File: src/sv/mvm_pkg.sv
// Shared types and constants for the integer matrix-vector multiply block.
// Holds the request and response item structs, command codes and pipeline tag.
// No dependencies.
package mvm_pkg;

   // Width of the entry values and of the index fields.
   localparam int unsigned DATA_W  = 32;
   localparam int unsigned INDEX_W = 4;
   localparam int unsigned SIZE_W  = 5;

   // Command codes carried in the cmd field of a request item.
   localparam logic [1:0] CMD_WRITE_MATRIX = 2'd0;
   localparam logic [1:0] CMD_WRITE_VECTOR = 2'd1;
   localparam logic [1:0] CMD_COMPUTE      = 2'd2;

   // Size register value after reset.
   localparam logic [SIZE_W-1:0] SIZE_RESET = 5'd16;

   // One request item.
   typedef struct packed {
      logic [1:0]                cmd;
      logic [INDEX_W-1:0]        row_index;
      logic [INDEX_W-1:0]        col_index;
      logic signed [DATA_W-1:0]  entry_value;
   } mvm_req_type;

   // One response item.
   typedef struct packed {
      logic [INDEX_W-1:0]        result_row;
      logic signed [DATA_W-1:0]  result_value;
      logic                      last_row;
   } mvm_rsp_type;

   // Control tag that travels with each store read through the datapath.
   typedef struct packed {
      logic               valid;
      logic               last_col;
      logic               last_row;
      logic [INDEX_W-1:0] row;
   } mvm_tag_type;

endpackage

File: src/sv/mvm_mac.sv
// Multiply-accumulate datapath: registered product, then a running row sum.
// Depends on mvm_pkg for the pipeline tag type.
module mvm_mac (
   input  logic                         clock,
   input  logic                         reset,
   input  logic                         advance,
   input  mvm_pkg::mvm_tag_type         tag_in,
   input  logic [mvm_pkg::DATA_W-1:0]   matrix_data,
   input  logic [mvm_pkg::DATA_W-1:0]   vector_data,
   output logic                         busy,
   output logic                         row_done,
   output mvm_pkg::mvm_tag_type         done_tag,
   output logic [mvm_pkg::DATA_W-1:0]   row_sum
);
   import mvm_pkg::*;

   mvm_tag_type         prod_tag_ff;
   logic [DATA_W-1:0]   prod_ff;
   logic [DATA_W-1:0]   acc_ff;
   logic [DATA_W-1:0]   sum;
   logic [DATA_W-1:0]   full_prod;

   // Only the low half of the product is kept; it is the same for signed and
   // unsigned operands.
   assign full_prod = matrix_data * vector_data;
   assign sum       = acc_ff + prod_ff;

   // Product stage and accumulator; the sum clears after the last column.
   always_ff @(posedge clock) begin
      if (reset) begin
         prod_tag_ff <= '0;
         acc_ff      <= '0;
      end else if (advance) begin
         prod_tag_ff <= tag_in;
         if (prod_tag_ff.valid) begin
            acc_ff <= prod_tag_ff.last_col ? '0 : sum;
         end
      end
      if (advance) begin
         prod_ff <= full_prod;
      end
   end

   assign busy     = prod_tag_ff.valid;
   assign row_done = advance && prod_tag_ff.valid && prod_tag_ff.last_col;
   assign done_tag = prod_tag_ff;
   assign row_sum  = sum;

endmodule

File: config.mk
export PLATFORM = sky130hd
export DESIGN_NAME = mvm_mac
export DESIGN_NICKNAME = d
export VERILOG_FILES = /design/src/sv/mvm_pkg.sv /design/src/sv/mvm_mac.sv
export SDC_FILE = /design/constraint.sdc
export NUM_CORES = 1
export LEC_CHECK = 0
export ABC_CLOCK_PERIOD_IN_PS = 7400
export BUFFER_PORTS_ARGS = -buffer_cell sky130_fd_sc_hd__buf_2
export CORE_ASPECT_RATIO = 1.4
export CORE_MARGIN = 2
export CORE_UTILIZATION = 65
export CTS_CLUSTER_DIAMETER = 120
export DETAILED_ROUTE_END_ITERATION = 8
export PLACE_DENSITY_LB_ADDON = 0.3
export RECOVER_POWER = 50
export SYNTH_ARGS = -nofsm -noshare
export SYNTH_HDL_FRONTEND = slang
export SYNTH_SLANG_ARGS = --single-unit
File: constraint.sdc
create_clock -name clock -period 7.4 [get_ports clock]
set_clock_uncertainty 0.1 [all_clocks]
set_input_delay 0 -clock clock [delete_from_list [all_inputs] [get_ports clock]]
set_output_delay 0 -clock clock [all_outputs]
set_load 0.01 [all_outputs]
Yosys cells after proc, flatten, opt, wreduce, memory -nomap -nowiden

Index checks and enable logic that the tools add are counted.

Register bits after elaboration: 71
Bits in latches: 0
Bits in writable memories: 0
Bits in read-only memories: 0
Input port bits: 74
Output and inout bits: 41
Word-level logic and storage cells: 12
Memories: 0

Add/subtract/negate cells: 1
$mul: 1
Div/mod/pow operators: 0
$lt $le $gt $ge: 0
Equal/unequal tests: 0
Shifts and indexed selects: 0
Multiplexer cells: 1
Bitwise operators: 0
Reductions and logical operators: 3

Operators with widths:

| cell              | count |
|---|---|
| $add 32x32->32    | 1 |
| $mul 32x32->32    | 1 |
| $mux 32           | 1 |
| $logic_and 1x1->1 | 2 |
| $reduce_and 2->1  | 1 |

Depth between registers and ports, before layout

Word-level depth: 2
Mapped depth: 27
Mapped depth without buffers: 25

Worst setup path after synthesis

No wires, ideal clock.

Path kind: input to register
From: input port vector_data[4] (netlist bit)
To: register prod_ff[30], data pin
Library setup time: 0.258 ns
Arrival: 6.478 ns
Required time: 7.042 ns
Slack: 0.564 ns
Cell stages on the path: 25
Path buffers: 2
Cell sequence: clkbuf_1 clkbuf_1 and2_1 fa_1 inv_1 fa_1 fa_1 fa_1 inv_1 fa_1 inv_1 fa_1 inv_1 fa_1 fa_1 ha_1 a21oi_1 a21oi_1 a211oi_1 o221ai_1 a31o_2 a21oi_1 o21ai_0 a21oi_1 xnor2_1

Word-level cells in the longest chain between the ends: 1

RTL lines:

| what                 | RTL line      | RTL |
|---|---|---|
| from (decl)          | mvm_mac.sv:9  | `input logic [mvm_pkg::DATA_W-1:0] vector_data,` |
| $mul 32x32->32       | mvm_mac.sv:25 | `assign full_prod = matrix_data * vector_data;` |
| via full_prod[30]    | mvm_mac.sv:21 | `logic [DATA_W-1:0] full_prod;` |
| to (signal assigned) | mvm_mac.sv:40 | `prod_ff <= full_prod;` |
| to (decl)            | mvm_mac.sv:18 | `logic [DATA_W-1:0] prod_ff;` |

The timed path passes the listed nets, and every way through them passes these cells.
A chain may end at the register's enable or synchronous reset.

Worst setup path in the final report

From: input port vector_data[2] (netlist bit)
To: register prod_ff[30], data pin

The elaborated chain is that of the path after synthesis.

==> impl_metrics.json <==
{
  "cts.clk_slew.worst_paths_ns": 0.06,
  "antenna_found_initial": 2,
  "period_minus_slack_ns": 6.99,
  "ant_nets": 0,
  "fin_tns_setup_ns": 0,
  "cts_buffers": 9,
  "die_h_um": 209,
  "drt_iter0_markers": 605,
  "min_path_type": "in2reg",
  "fin_nets": 2827,
  "synth_warnings": 0,
  "ys_ff_latch": 71,
  "multi_input_area_um2": 15800,
  "synth.avg_cell_area_um2": 9.17,
  "dp.final_hpwl_mm": 44.5,
  "path_max_fanout": 21,
  "cts_tree": "done",
  "worstPathRequired_ns": 7.40,
  "seqCellArea_um2": 1740,
  "post_cts_buffers": 0,
  "final_common_cell": "fa_1",
  "final_core_util_pct": 69.9,
  "grt_pass1_vias": 17000,
  "slew-limit-headroom_pct": -56.3,
  "max_freq_ghz": 0.143,
  "port_buffers": 114,
  "start_kind": "input pin",
  "track_usage_pct": 36.4,
  "hold_violations": 0,
  "io_pins": 115,
  "wl_per_cell_um": 20.7,
  "rows": 75,
  "vias_per_cell": 5.80,
  "syn_area_um2": 19500,
  "synth_cell_types": 57,
  "violations": "max-capacitance violations, max-slew violations",
  "worstMarginPinSlew_ns": 2.34,
  "fin_crit_sh_pct": 94.4,
  "drt_wl_total_mm": 53.4,
  "async_flop_share_pct": 0,
  "die_w_um": 150,
  "dieArea_um2": 31400,
  "fill_cells": 2340,
  "maxCapViolations": 1,
  "synthFlopType": "dfxtp_1",
  "synth_nets": 2760,
  "syn-instance-count": 2123,
  "grt.overflow.total": 0,
  "synth_area_leader_cell": "fa_1",
  "clock-root-buffer": "clkbuf_16",
  "grt_setup_unrepaired": "no",
  "cts.path.max_buffers": 2,
  "synthToLayoutAreaGrowth_pct": 6.82,
  "final_cell_mix": "fa_1, inv_1, nand2_1",
  "num_vias": 15000,
  "coreArea_um2": 29700,
  "clkLatencyLatePin_ns": 0.35,
  "yosysTopAreaCellShare_pct": 42.1,
  "setup_viol": 0,
  "critPathCaptureType": "flop",
  "first_pass_iters": 5,
  "drc_errors": 0,
  "cts_max_level": 3,
  "grt_pass1_wl_mm": 86.3,
  "routabilityCongestion": 0.992,
  "synth_area_leaders": "fa_1, ha_1, and2_1",
  "clock_sinks": 71,
  "drv_slew": 43,
  "crit_type": "in2reg",
  "finalHoldWorstSlack_ns": 0.0653,
  "grt_max_degree": 43,
  "synth-edff-count": 32,
  "initial_core_util_pct": 65.4,
  "drive_gt1_share_pct": 7.33,
  "crit_arrival_ns": 6.99,
  "status": "finished with violations",
  "seq_area_frac_synth_pct": 8.95
}
[per-layer routing]
metal | wire, um | global-route usage [%]
met5 | 0 | 0
met4 | 4620 | 26.3
met3 | 2630 | 4.28
met2 | 28500 | 66.7
met1 | 17700 | 37.8
[Yosys cell counts (all sizes together), types with 5 or more instances]
master and count:
a211oi 9, a21o 18, a21oi 61, a22o 8
a22oi 20, a31oi 6, and2 272, clkbuf 100
dfxtp 39, edfxtp 32, fa 409, ha 154
inv 403, mux2i 7, nand2 285, nand2b 9
nand3 16, nand4 5, nor2 51, nor3 14
o21ai 24, o21bai 8, xnor2 96, xor2 21
[worst max-delay path: stages]
cell	delay [ns]
buf_2	0.24
and2_1	0.22
fa_1	0.54
inv_1	0.05
fa_1	0.50
fa_1	0.46
fa_1	0.55
inv_1	0.05
fa_1	0.49
inv_1	0.05
fa_1	0.53
inv_1	0.05
fa_1	0.49
fa_1	0.43
ha_1	0.37
a21oi_1	0.25
a21oi_1	0.10
a211oi_1	0.42
o221ai_1	0.22
a31o_2	0.27
a21oi_1	0.26
o21ai_0	0.14
a21oi_1	0.20
xnor2_1	0.09
[stage by stage]
| stage | instances | cell area [um^2] | worst slack, ns |
|---|---|---|---|
| after floorplan | 2123 | 19500 | 0.564 |
| after global placement | 2557 | 20400 | 0.335 |
| after detailed placement | 2557 | 20400 | 0.116 |
| after CTS | 2580 | 20800 | 0.494 |
| after global routing | 2580 | 20800 | 0.189 |
| final | 2581 | 20800 | 0.412 |
[cell families after synthesis]
logic type | Yosys count | synth area share, %
adders and majority gates | 563 | 52.0
AOI/OAI and AO/OA | 180 | 6.17
DFF | 71 | 8.95
buffers and inverters | 507 | 9.82
xor gates and xnor gates | 117 | 5.27
muxes | 8 | 0.418
and+or+nand+nor | 677 | 17.4
[timing repair]
| item | 4_1_cts | 5_1_grt |
|---|---|---|
| gates resized for setup | 0 | 0 |
| hold buffers | 7 | 0 |
| hold endpoints to repair | 7 | 0 |
[flip-flops by register name, summed over array words and instances (netlist names)]
register	cells
acc_ff	32
busy	1
done_tag	6
prod_ff	32
[path summary, 6_finish.rpt]
check | slack, ns | to | start | cells past startpoint
worst max register to register | 3.65 | acc_ff[31] | prod_ff[1] | 10
worst max-delay path | 0.41 | prod_ff[30] | vector_data[2] | 24
worst min-delay path | 0.07 | acc_ff[11] | reset | 2
worst min register to register | 0.39 | acc_ff[17] | acc_ff[17] | 1
[area by class of cell]
type | count | area share (%)
well taps | 385 | 2.32
diodes | 1 | 0.0120
inverters | 403 | 7.28
flip-flops and latches | 71 | 8.38
multi-input cells | 1545 | 76.0
clock inverters | 6 | 0.451
repair buffers | 160 | 4.44
clock buffers | 10 | 1.10
Power is not shown: default switching activity piles up to over one toggle a cycle in this logic, so the estimate is an artifact.
